$ cat config.mk
export PLATFORM = sky130hd
export DESIGN_NAME = speed_pi_with_slew_limit_flat
export DESIGN_NICKNAME = d
export VERILOG_FILES = /design/src/sv/spdpi_pkg.sv /design/src/sv/spdpi_if.sv /design/src/sv/spdpi_regs.sv /design/src/sv/spdpi_mul.sv /design/src/sv/speed_pi_with_slew_limit.sv /design/src/flat_wrapper.sv
export SDC_FILE = /design/constraint.sdc
export NUM_CORES = 2
export LEC_CHECK = 0
export BUFFER_PORTS_ARGS = -buffer_cell sky130_fd_sc_hd__buf_2
export CORE_UTILIZATION = 60
export CTS_CLUSTER_SIZE = 12
export DETAILED_ROUTE_END_ITERATION = 10
export PLACE_DENSITY = 0.77
export REMOVE_ABC_BUFFERS = 1
export SLEW_MARGIN = 5
export SYNTH_ARGS = -nofsm -noshare
export SYNTH_HDL_FRONTEND = slang
export SYNTH_HIERARCHICAL = 1
export SYNTH_SLANG_ARGS = --single-unit
$ cat constraint.sdc
create_clock -name clock -period 10.9 [get_ports clock]
set_input_delay 2.18 -clock clock [delete_from_list [all_inputs] [get_ports clock]]
set_output_delay 2.18 -clock clock [all_outputs]
set_load 0.02 [all_outputs]
$ cat src/sv/spdpi_pkg.sv
// ----------------------------------------------------------------------------
// spdpi_pkg
// Shared widths, register indexes, types and saturation helpers for the
// speed PI controller with slew limit.
// ----------------------------------------------------------------------------
package spdpi_pkg;

   localparam int DATA_W    = 32;
   localparam int COUNT_W   = 16;
   localparam int INTEG_W   = 24;
   localparam int MCHG_W    = 31;
   localparam int CSR_IDX_W = 4;
   localparam int PROD_W    = 2 * DATA_W;
   localparam int MUL_STEPS = DATA_W / 2;   // radix-4 digits of the multiplier
   localparam int STEP_W    = $clog2(MUL_STEPS);
   localparam int QSHIFT    = 16;

   // register indexes
   localparam logic [CSR_IDX_W-1:0] REG_SET_SPEED      = 4'd0;
   localparam logic [CSR_IDX_W-1:0] REG_SPEED_RATIO    = 4'd1;
   localparam logic [CSR_IDX_W-1:0] REG_PROP_GAIN      = 4'd2;
   localparam logic [CSR_IDX_W-1:0] REG_INTEG_GAIN     = 4'd3;
   localparam logic [CSR_IDX_W-1:0] REG_SPEED_TO_ANGLE = 4'd4;
   localparam logic [CSR_IDX_W-1:0] REG_MAX_CHANGE     = 4'd5;
   localparam logic [CSR_IDX_W-1:0] REG_MIN_ANGLE      = 4'd6;
   localparam logic [CSR_IDX_W-1:0] REG_MAX_ANGLE      = 4'd7;

   // integrator clamp, +/-80.0 in Q8.16
   localparam logic signed [INTEG_W-1:0] INTEG_LIMIT = 24'sd5242880;

   typedef struct packed {
      logic signed [DATA_W-1:0] set_speed;
      logic signed [DATA_W-1:0] speed_ratio;
      logic signed [DATA_W-1:0] prop_gain;
      logic signed [DATA_W-1:0] integ_gain;
      logic signed [DATA_W-1:0] speed_to_angle;
      logic        [MCHG_W-1:0] max_change;
      logic signed [DATA_W-1:0] min_angle;
      logic signed [DATA_W-1:0] max_angle;
   } cfg_type;

   typedef struct packed {
      logic                     start;
      logic signed [DATA_W-1:0] mcand;
      logic signed [DATA_W-1:0] mplier;
   } mul_cmd_type;

   typedef struct packed {
      logic                     done;
      logic signed [PROD_W-1:0] prod;
   } mul_rsp_type;

   // integer product saturated to 32 bits
   function automatic logic signed [DATA_W-1:0] sat_prod(input logic signed [PROD_W-1:0] p);
      logic same;
      begin
         same = (&p[PROD_W-1:DATA_W-1]) | ~(|p[PROD_W-1:DATA_W-1]);
         if (same) begin
            sat_prod = p[DATA_W-1:0];
         end else if (p[PROD_W-1]) begin
            sat_prod = {1'b1, {(DATA_W-1){1'b0}}};
         end else begin
            sat_prod = {1'b0, {(DATA_W-1){1'b1}}};
         end
      end
   endfunction

   // Q16.16 product: floor shift by 16, then saturate to 32 bits
   function automatic logic signed [DATA_W-1:0] sat_qprod(input logic signed [PROD_W-1:0] p);
      logic same;
      begin
         same = (&p[PROD_W-1:DATA_W+QSHIFT-1]) | ~(|p[PROD_W-1:DATA_W+QSHIFT-1]);
         if (same) begin
            sat_qprod = p[DATA_W+QSHIFT-1:QSHIFT];
         end else if (p[PROD_W-1]) begin
            sat_qprod = {1'b1, {(DATA_W-1){1'b0}}};
         end else begin
            sat_qprod = {1'b0, {(DATA_W-1){1'b1}}};
         end
      end
   endfunction

   // 33-bit sum saturated to 32 bits
   function automatic logic signed [DATA_W-1:0] sat_sum(input logic signed [DATA_W:0] v);
      begin
         if (v[DATA_W] == v[DATA_W-1]) begin
            sat_sum = v[DATA_W-1:0];
         end else if (v[DATA_W]) begin
            sat_sum = {1'b1, {(DATA_W-1){1'b0}}};
         end else begin
            sat_sum = {1'b0, {(DATA_W-1){1'b1}}};
         end
      end
   endfunction

endpackage

$ cat src/sv/spdpi_if.sv
// ----------------------------------------------------------------------------
// spdpi_if
// Valid/ready channels of the speed PI controller: count words in,
// demand words out.
// ----------------------------------------------------------------------------
interface spdpi_req_if;
   import spdpi_pkg::*;

   logic                      valid;
   logic                      ready;
   logic signed [COUNT_W-1:0] speed_count;

   modport source (output valid, output speed_count, input ready);
   modport sink   (input valid, input speed_count, output ready);
endinterface

interface spdpi_rsp_if;
   import spdpi_pkg::*;

   logic                      valid;
   logic                      ready;
   logic signed [DATA_W-1:0]  angle_demand;
   logic signed [INTEG_W-1:0] integral_value;

   modport source (output valid, output angle_demand, output integral_value, input ready);
   modport sink   (input valid, input angle_demand, input integral_value, output ready);
endinterface

$ cat src/sv/spdpi_regs.sv
// ----------------------------------------------------------------------------
// spdpi_regs
// Configuration register file; writes to unknown indexes are dropped.
// ----------------------------------------------------------------------------
module spdpi_regs (
   input  logic                             clock,
   input  logic                             reset,
   input  logic                             csr_wr_en,
   input  logic [spdpi_pkg::CSR_IDX_W-1:0]  csr_index,
   input  logic [spdpi_pkg::DATA_W-1:0]     csr_data,
   output spdpi_pkg::cfg_type               cfg
);
   import spdpi_pkg::*;

   cfg_type cfg_ff;
   cfg_type cfg_in;

   // decode one write
   always_comb begin
      cfg_in = cfg_ff;
      if (csr_wr_en) begin
         case (csr_index)
            REG_SET_SPEED:      cfg_in.set_speed      = csr_data;
            REG_SPEED_RATIO:    cfg_in.speed_ratio    = csr_data;
            REG_PROP_GAIN:      cfg_in.prop_gain      = csr_data;
            REG_INTEG_GAIN:     cfg_in.integ_gain     = csr_data;
            REG_SPEED_TO_ANGLE: cfg_in.speed_to_angle = csr_data;
            REG_MAX_CHANGE:     cfg_in.max_change     = csr_data[MCHG_W-1:0];
            REG_MIN_ANGLE:      cfg_in.min_angle      = csr_data;
            REG_MAX_ANGLE:      cfg_in.max_angle      = csr_data;
            default:            cfg_in = cfg_ff;
         endcase
      end
   end

   always_ff @(posedge clock) begin
      if (reset) begin
         cfg_ff.set_speed      <= 32'sd9830400;
         cfg_ff.speed_ratio    <= 32'sd65536;
         cfg_ff.prop_gain      <= '0;
         cfg_ff.integ_gain     <= '0;
         cfg_ff.speed_to_angle <= 32'sd65536;
         cfg_ff.max_change     <= 31'd65536;
         cfg_ff.min_angle      <= -32'sd1966080;
         cfg_ff.max_angle      <= 32'sd1966080;
      end else begin
         cfg_ff <= cfg_in;
      end
   end

   assign cfg = cfg_ff;

endmodule

$ cat src/sv/spdpi_mul.sv
// ----------------------------------------------------------------------------
// spdpi_mul
// Signed 32x32 digit-serial multiplier: the multiplier is shifted out two
// bits per cycle (radix 4, top digit signed), 16 steps per product.
// ----------------------------------------------------------------------------
module spdpi_mul (
   input  logic                   clock,
   input  logic                   reset,
   input  spdpi_pkg::mul_cmd_type cmd,
   output spdpi_pkg::mul_rsp_type rsp
);
   import spdpi_pkg::*;

   localparam int ACC_W = DATA_W + 3;

   logic                     busy_ff,  busy_in;
   logic                     done_ff,  done_in;
   logic [STEP_W-1:0]        cnt_ff,   cnt_in;
   logic signed [DATA_W-1:0] a_ff,     a_in;
   logic signed [DATA_W+1:0] a3_ff,    a3_in;
   logic [DATA_W-1:0]        b_ff,     b_in;
   logic signed [ACC_W-1:0]  acc_ff,   acc_in;
   logic [DATA_W-1:0]        lo_ff,    lo_in;

   logic signed [ACC_W-1:0]  addend;
   logic signed [ACC_W-1:0]  sum;
   logic                     last_step;

   assign last_step = (cnt_ff == STEP_W'(MUL_STEPS - 1));

   // partial product for the current digit
   always_comb begin
      case (b_ff[1:0])
         2'b00: addend = '0;
         2'b01: addend = ACC_W'(a_ff);
         2'b10: addend = last_step ? -(ACC_W'(a_ff) <<< 1) : (ACC_W'(a_ff) <<< 1);
         2'b11: addend = last_step ? -ACC_W'(a_ff) : ACC_W'(a3_ff);
         default: addend = '0;
      endcase
      sum = acc_ff + addend;
   end

   // step control
   always_comb begin
      busy_in = busy_ff;
      done_in = 1'b0;
      cnt_in  = cnt_ff;
      a_in    = a_ff;
      a3_in   = a3_ff;
      b_in    = b_ff;
      acc_in  = acc_ff;
      lo_in   = lo_ff;
      if (cmd.start) begin
         busy_in = 1'b1;
         cnt_in  = '0;
         a_in    = cmd.mcand;
         a3_in   = ((DATA_W+2)'(cmd.mcand) <<< 1) + (DATA_W+2)'(cmd.mcand);
         b_in    = cmd.mplier;
         acc_in  = '0;
         lo_in   = '0;
      end else if (busy_ff) begin
         acc_in = {{2{sum[ACC_W-1]}}, sum[ACC_W-1:2]};
         lo_in  = {sum[1:0], lo_ff[DATA_W-1:2]};
         b_in   = {2'b00, b_ff[DATA_W-1:2]};
         cnt_in = cnt_ff + STEP_W'(1);
         if (last_step) begin
            busy_in = 1'b0;
            done_in = 1'b1;
         end
      end
   end

   always_ff @(posedge clock) begin
      if (reset) begin
         busy_ff <= 1'b0;
         done_ff <= 1'b0;
         cnt_ff  <= '0;
      end else begin
         busy_ff <= busy_in;
         done_ff <= done_in;
         cnt_ff  <= cnt_in;
      end
      a_ff   <= a_in;
      a3_ff  <= a3_in;
      b_ff   <= b_in;
      acc_ff <= acc_in;
      lo_ff  <= lo_in;
   end

   assign rsp.done = done_ff;
   assign rsp.prod = {acc_ff[DATA_W-1:0], lo_ff};

endmodule

$ cat src/sv/speed_pi_with_slew_limit.sv
// ----------------------------------------------------------------------------
// speed_pi_with_slew_limit
// Each accepted count word runs to its demand word through four products on
//   the shared digit-serial multiplier (16 digit steps and a done strobe
//   each), the sequencer states between them and any wait for the output slot.
// Flow: one word at a time; the next count word is taken
//   once the sequencer is back in idle, even while a demand word waits.
// Reset: synchronous, active high; registers to defaults, integrator and
//   last demand to zero, output empty.
// ----------------------------------------------------------------------------
module speed_pi_with_slew_limit (
   input  logic                             clock,
   input  logic                             reset,
   spdpi_req_if.sink                        req,
   spdpi_rsp_if.source                      rsp,
   input  logic                             csr_wr_en,
   input  logic [spdpi_pkg::CSR_IDX_W-1:0]  csr_index,
   input  logic [spdpi_pkg::DATA_W-1:0]     csr_data
);
   import spdpi_pkg::*;

   // sequencer states
   localparam logic [3:0] ST_IDLE   = 4'd0;
   localparam logic [3:0] ST_SPD    = 4'd1;
   localparam logic [3:0] ST_ERR    = 4'd2;
   localparam logic [3:0] ST_KI_GO  = 4'd3;
   localparam logic [3:0] ST_KI     = 4'd4;
   localparam logic [3:0] ST_INTG   = 4'd5;
   localparam logic [3:0] ST_KP     = 4'd6;
   localparam logic [3:0] ST_CTRL   = 4'd7;
   localparam logic [3:0] ST_ANG_GO = 4'd8;
   localparam logic [3:0] ST_ANG    = 4'd9;
   localparam logic [3:0] ST_SLEW   = 4'd10;
   localparam logic [3:0] ST_CLAMP  = 4'd11;
   localparam logic [3:0] ST_OUT    = 4'd12;

   cfg_type     cfg;
   mul_cmd_type mul_cmd;
   mul_rsp_type mul_rsp;

   logic [3:0]                state_ff,   state_in;
   logic signed [DATA_W-1:0]  speed_ff,   speed_in;
   logic signed [DATA_W-1:0]  err_ff,     err_in;
   logic signed [DATA_W-1:0]  pki_ff,     pki_in;
   logic signed [DATA_W-1:0]  pkp_ff,     pkp_in;
   logic signed [INTEG_W-1:0] integ_ff,   integ_in;
   logic signed [DATA_W-1:0]  ctrl_ff,    ctrl_in;
   logic signed [DATA_W-1:0]  dem_ff,     dem_in;
   logic signed [DATA_W-1:0]  last_ff,    last_in;
   logic signed [DATA_W:0]    up_ff,      up_in;
   logic signed [DATA_W:0]    dn_ff,      dn_in;
   logic                      hi_ff,      hi_in;
   logic                      lo_ff,      lo_in;
   logic                      rvalid_ff,  rvalid_in;
   logic signed [DATA_W-1:0]  rdem_ff,    rdem_in;
   logic signed [INTEG_W-1:0] rint_ff,    rint_in;

   logic signed [DATA_W:0]    err_wide;
   logic signed [DATA_W:0]    integ_sum;
   logic signed [DATA_W:0]    ctrl_sum;
   logic signed [DATA_W:0]    diff;
   logic signed [DATA_W:0]    mc_wide;
   logic signed [DATA_W-1:0]  lim;
   logic signed [DATA_W-1:0]  lim_lo;
   logic                      slot_free;

   spdpi_regs u_regs (
      .clock     (clock),
      .reset     (reset),
      .csr_wr_en (csr_wr_en),
      .csr_index (csr_index),
      .csr_data  (csr_data),
      .cfg       (cfg)
   );

   spdpi_mul u_mul (
      .clock (clock),
      .reset (reset),
      .cmd   (mul_cmd),
      .rsp   (mul_rsp)
   );

   assign req.ready = (state_ff == ST_IDLE);
   assign slot_free = !rvalid_ff || rsp.ready;

   // datapath helpers
   always_comb begin
      err_wide  = (DATA_W+1)'(cfg.set_speed) - (DATA_W+1)'(speed_ff);
      integ_sum = (DATA_W+1)'(integ_ff) + (DATA_W+1)'(pki_ff);
      ctrl_sum  = (DATA_W+1)'(pkp_ff) + (DATA_W+1)'(integ_ff);
      mc_wide   = {2'b00, cfg.max_change};
      diff      = (DATA_W+1)'(dem_ff) - (DATA_W+1)'(last_ff);
      if (hi_ff) begin
         lim = up_ff[DATA_W-1:0];
      end else if (lo_ff) begin
         lim = dn_ff[DATA_W-1:0];
      end else begin
         lim = dem_ff;
      end
      // raise to min first, then lower to max: max wins on inverted bounds
      lim_lo = (lim < cfg.min_angle) ? cfg.min_angle : lim;
   end

   // sequencer
   always_comb begin
      state_in  = state_ff;
      speed_in  = speed_ff;
      err_in    = err_ff;
      pki_in    = pki_ff;
      pkp_in    = pkp_ff;
      integ_in  = integ_ff;
      ctrl_in   = ctrl_ff;
      dem_in    = dem_ff;
      last_in   = last_ff;
      up_in     = up_ff;
      dn_in     = dn_ff;
      hi_in     = hi_ff;
      lo_in     = lo_ff;
      rdem_in   = rdem_ff;
      rint_in   = rint_ff;
      rvalid_in = rvalid_ff && !rsp.ready;
      mul_cmd.start  = 1'b0;
      mul_cmd.mcand  = cfg.speed_ratio;
      mul_cmd.mplier = DATA_W'(req.speed_count);

      case (state_ff)
         ST_IDLE: begin
            if (req.valid) begin
               mul_cmd.start = 1'b1;
               state_in      = ST_SPD;
            end
         end
         ST_SPD: begin
            if (mul_rsp.done) begin
               speed_in = sat_prod(mul_rsp.prod);
               state_in = ST_ERR;
            end
         end
         ST_ERR: begin
            err_in   = sat_sum(err_wide);
            state_in = ST_KI_GO;
         end
         ST_KI_GO: begin
            mul_cmd.start  = 1'b1;
            mul_cmd.mcand  = cfg.integ_gain;
            mul_cmd.mplier = err_ff;
            state_in       = ST_KI;
         end
         ST_KI: begin
            if (mul_rsp.done) begin
               pki_in   = sat_qprod(mul_rsp.prod);
               state_in = ST_INTG;
            end
         end
         ST_INTG: begin
            // clamp integrator and start the proportional product
            if (integ_sum > (DATA_W+1)'(INTEG_LIMIT)) begin
               integ_in = INTEG_LIMIT;
            end else if (integ_sum < -(DATA_W+1)'(INTEG_LIMIT)) begin
               integ_in = -INTEG_LIMIT;
            end else begin
               integ_in = integ_sum[INTEG_W-1:0];
            end
            mul_cmd.start  = 1'b1;
            mul_cmd.mcand  = cfg.prop_gain;
            mul_cmd.mplier = err_ff;
            state_in       = ST_KP;
         end
         ST_KP: begin
            if (mul_rsp.done) begin
               pkp_in   = sat_qprod(mul_rsp.prod);
               state_in = ST_CTRL;
            end
         end
         ST_CTRL: begin
            ctrl_in  = sat_sum(ctrl_sum);
            state_in = ST_ANG_GO;
         end
         ST_ANG_GO: begin
            mul_cmd.start  = 1'b1;
            mul_cmd.mcand  = cfg.speed_to_angle;
            mul_cmd.mplier = ctrl_ff;
            state_in       = ST_ANG;
         end
         ST_ANG: begin
            if (mul_rsp.done) begin
               dem_in   = sat_qprod(mul_rsp.prod);
               state_in = ST_SLEW;
            end
         end
         ST_SLEW: begin
            // slew limits around the previous demand
            hi_in    = diff > mc_wide;
            lo_in    = diff < -mc_wide;
            up_in    = (DATA_W+1)'(last_ff) + mc_wide;
            dn_in    = (DATA_W+1)'(last_ff) - mc_wide;
            state_in = ST_CLAMP;
         end
         ST_CLAMP: begin
            last_in  = (lim_lo > cfg.max_angle) ? cfg.max_angle : lim_lo;
            state_in = ST_OUT;
         end
         ST_OUT: begin
            if (slot_free) begin
               rdem_in   = last_ff;
               rint_in   = integ_ff;
               rvalid_in = 1'b1;
               state_in  = ST_IDLE;
            end
         end
         default: begin
            state_in = ST_IDLE;
         end
      endcase
   end

   always_ff @(posedge clock) begin
      if (reset) begin
         state_ff  <= ST_IDLE;
         rvalid_ff <= 1'b0;
         integ_ff  <= '0;
         last_ff   <= '0;
      end else begin
         state_ff  <= state_in;
         rvalid_ff <= rvalid_in;
         integ_ff  <= integ_in;
         last_ff   <= last_in;
      end
      speed_ff <= speed_in;
      err_ff   <= err_in;
      pki_ff   <= pki_in;
      pkp_ff   <= pkp_in;
      ctrl_ff  <= ctrl_in;
      dem_ff   <= dem_in;
      up_ff    <= up_in;
      dn_ff    <= dn_in;
      hi_ff    <= hi_in;
      lo_ff    <= lo_in;
      rdem_ff  <= rdem_in;
      rint_ff  <= rint_in;
   end

   assign rsp.valid          = rvalid_ff;
   assign rsp.angle_demand   = rdem_ff;
   assign rsp.integral_value = rint_ff;

endmodule
$ cat src/flat_wrapper.sv
// flat-port wrapper written by rule: the top's interface ports become plain ports
module speed_pi_with_slew_limit_flat import spdpi_pkg::*;
  (clock, reset, csr_wr_en, csr_index, csr_data, req_valid, req_speed_count, req_ready, rsp_valid, rsp_angle_demand, rsp_integral_value, rsp_ready);
  spdpi_req_if req_i ();
  spdpi_rsp_if rsp_i ();
  input  logic clock;
  input  logic reset;
  input  logic csr_wr_en;
  input  logic [spdpi_pkg::CSR_IDX_W-1:0] csr_index;
  input  logic [spdpi_pkg::DATA_W-1:0] csr_data;
  input wire logic [$bits(req_i.valid)-1:0] req_valid;
  input wire logic [$bits(req_i.speed_count)-1:0] req_speed_count;
  output wire logic [$bits(req_i.ready)-1:0] req_ready;
  output wire logic [$bits(rsp_i.valid)-1:0] rsp_valid;
  output wire logic [$bits(rsp_i.angle_demand)-1:0] rsp_angle_demand;
  output wire logic [$bits(rsp_i.integral_value)-1:0] rsp_integral_value;
  input wire logic [$bits(rsp_i.ready)-1:0] rsp_ready;
  assign req_i.valid = req_valid;
  assign req_i.speed_count = req_speed_count;
  assign req_ready = req_i.ready;
  assign rsp_valid = rsp_i.valid;
  assign rsp_angle_demand = rsp_i.angle_demand;
  assign rsp_integral_value = rsp_i.integral_value;
  assign rsp_i.ready = rsp_ready;
  speed_pi_with_slew_limit u_core (.clock(clock), .reset(reset), .req(req_i), .rsp(rsp_i), .csr_wr_en(csr_wr_en), .csr_index(csr_index), .csr_data(csr_data));
endmodule
==> impl_results.md <==
* Setup repair after global routing missed its margin: no
* Effective utilization at floorplan at 60.6%
* Setup TNS after final layout at 0 ns
* Fin nets at 5,674
* Most frequent cells in the layout: 409 x sky130_fd_sc_hd__edfxtp_1, 386 x sky130_fd_sc_hd__dfxtp_1, 384 x sky130_fd_sc_hd__ha_1
* Cell seen most often among critical-path stages: sky130_fd_sc_hd__a21o_1
* Weighted congestion at the end of routability-driven global placement at 0.943
* Die outline width at between 200 and 300 um
* DPL Wire Length at 106,000 um
* Number of H-tree branching levels at 3
* Async S/R FF share, synth at 0%
* Vias in the first global route at 37,600
* Y dimension of the die at a little under 300 um
* Final std cells w/o fill at 6,371
* Worst Setup Path Type: flop to flop
* Proportion of power drawn by combinational gates at 24.5%
* Maximum number of pins on one net before global-route repair at approximately 100
* Post_cts resized at 0
* Skew final at 0.0212 ns
* Buffers and inverters on the worst path at 3
* Worst Path Arrival at 8.59 ns
* Quantity of I/O buffers inserted on ports at 114
* Number of enable flip-flop cells after synthesis at 409
* CTS Root Buffer Type: sky130_fd_sc_hd__clkbuf_16
* Post-detailed-route DRC marker count at 0
* Share of the clock period used by the worst path after layout at roughly three quarters
* Number of core rows at 105
* PD cells at 163 nW/um2
* Cell count after synthesis at 5,253
* Maximum fanout along the worst path at 31
* Post-CTS setup buffer count at 0
* Number of buffers added to fix hold violations after cts at 0
* Net switching fraction of the power at roughly 33%
* Worst hold path class: flop to flop
* Inst Count DP at between 6,000 and 7,000
* Die Area at ~84,000 um2
* Outcome: finished, final reports clean
* Max FFs per register at 255
* Leakage power at 22.8 nW
* Highest ir drop seen on vdd at 0.000151 V
* Share of cells above drive strength 1 at 8.05%
* DRT Pass-1 Iters at 5
* First-pass GRT wire length at 221,000 um
* Global router's overall resource usage at about 34%
* # IOs at 115
* Setup crit end kind: flop
* Maximum capacitance violations at 0
* Number of setup violations in the final report at 0
* Critical Path RT at about 11 ns
* Cell class contributing the biggest share of worst-path delay: compound AO/OA/AOI/OAI gates
* Total number of vias at roughly 40,000
* Worst hold-check slack at 0.472 ns
* Maximum operating frequency at 123 MHz
* NetSw at between 2 and 3 mW
* Clock Latency Late Sink at 0.66 ns
* Placeable Area at 82,100 um2
* Leading cell type in the layout, fill and taps excluded: sky130_fd_sc_hd__edfxtp_1
* Post-detailed-route via-to-cell ratio at 6.30
* Routed WL per cell at approximately 23 um
* Clock slew seen by the registers of the worst setup and hold paths at 0.06 ns
* Clock buffer count from CTS at 89
* Post-synthesis to final-layout area growth at 8.08%
* Number of antenna violations at the first check in global routing at 23
* First-iteration detailed-routing DRC count at 4,105
* Clock tree from TritonCTS: built
* Post-Syn Area at 49,800 um2
* DRT antenna net count at 0
* #FFs+latches synth at 796
* Buffer levels on the longest clock path at 3
* Delay contributed by the slowest stage of the critical path at 0.88 ns
* Clock network fraction of total power at 33.9%
* Mean instance size in the synthesized netlist at around 9.5 um2
* Global route total overflow at 0
* Number of hold-slack violations in the final timing report at 0
* Syn. warnings at 6
* Remaining max-slew budget at the tightest pin at 15.2%
* Part of the power in registers at 41.6%
* Final Max Tran Viols at 0
* Internal power summed over all cells at 5.88 mW
* Sequential fraction of the synthesis area at 40.2%
* Slowest cell on crit path: sky130_fd_sc_hd__nand2_1
* Min Tclk post-route at 8.14 ns
* Clk sink count at 796
* Leading register cell type out of synthesis: sky130_fd_sc_hd__edfxtp_1
* Worst-margin pin slew at around 1.3 ns
* Post-synthesis cell type count at about 110
* Final wirelength at 145,000 um
* Element type at the critical path start: flop
per-layer routing:
layer | global-route usage, % | vias to the layer above | wire length, um
li1 | - | 18900 | -
met2 | 52.7 | 1702 | 64300
met3 | 5.45 | 325 | 12200
met1 | 46.7 | 19200 | 62600
met4 | 12.9 | 16 | 5970
met5 | 0 | - | 113
power groups by stage:
stage	combinational, mW	clock (mW)	sequential, mW
final	2.15	2.97	3.65
after global placement	2.05	0	3.70
after global routing	2.27	3.11	3.66
after detailed placement	2.07	0	3.70
after CTS	2.08	3.00	3.64
after floorplan	1.27	0	3.67
final cells by class:
cell class | instances | area [um2]
fillers | 6613 | 28300
multi-input cells | 3873 | 27500
flip-flops and latches | 796 | 20000
clock buffers | 126 | 2540
well taps | 1070 | 1340
inverters | 300 | 1130
repair buffers | 165 | 962
clock inverters | 35 | 310
diodes | 6 | 15.0
worst paths after layout:
| path | start | end | slack [ns] | cells past startpoint |
|---|---|---|---|---|
| max | u_core/lo_ff | u_core/last_ff[20] | 2.76 | 27 |
| min | u_core/u_regs/cfg[218] | u_core/u_regs/cfg[218] | 0.47 | 2 |
| max reg2reg | u_core/lo_ff | u_core/last_ff[20] | 2.76 | 27 |
| min reg2reg | u_core/u_regs/cfg[218] | u_core/u_regs/cfg[218] | 0.47 | 2 |
cells in the mapped netlist, types with 39 or more instances:
cell type,n,area [um2]
sky130_fd_sc_hd__nand2_1,353,1330
sky130_fd_sc_hd__dfxtp_1,387,7750
sky130_fd_sc_hd__xor2_1,83,727
sky130_fd_sc_hd__mux2i_1,341,3410
sky130_fd_sc_hd__inv_1,300,1130
sky130_fd_sc_hd__nand2b_1,289,1810
sky130_fd_sc_hd__o21a_1,49,368
sky130_fd_sc_hd__nor3_1,82,410
sky130_fd_sc_hd__nor2_1,359,1350
sky130_fd_sc_hd__nand4_1,53,332
sky130_fd_sc_hd__nand3_1,147,736
sky130_fd_sc_hd__xnor2_1,175,1530
sky130_fd_sc_hd__a22oi_1,62,465
sky130_fd_sc_hd__a21oi_1,351,1760
sky130_fd_sc_hd__ha_1,384,4800
sky130_fd_sc_hd__edfxtp_1,409,12300
sky130_fd_sc_hd__nor2b_1,47,294
sky130_fd_sc_hd__buf_4,39,293
sky130_fd_sc_hd__a21o_1,183,1370
sky130_fd_sc_hd__o21ai_0,306,1530
sky130_fd_sc_hd__clkbuf_1,191,717
worst min-delay path: stages (launching register included):
cell                       delay [ns]
sky130_fd_sc_hd__dfxtp_1         0.31
sky130_fd_sc_hd__nand2b_1        0.06
sky130_fd_sc_hd__mux2i_1         0.06
logic make-up after synthesis:
logic type                 after synthesis  share of synthesized area (%)
DFF                                    796                           40.2
xor gates and xnor gates               258                           4.54
adders and majority gates              398                           10.1
AOI/OAI and AO/OA                     1327                           17.4
and+or+nand+nor                       1517                           15.3
buffers and inverters                  584                           4.82
muxes                                  373                           7.58
metrics by stage:
step	setup WS, ns	total power, mW	instance area [um2]	utilization, %
after CTS	2.89	8.73	53800	65.5
after global routing	2.39	9.05	53800	65.5
after floorplan	2.21	4.95	48500	-
final	2.76	8.77	53800	65.5
after detailed placement	2.94	5.77	51000	62.1
after global placement	3.04	5.74	51000	62.1
No activity file was read; power rests on OpenSTA's default activity.
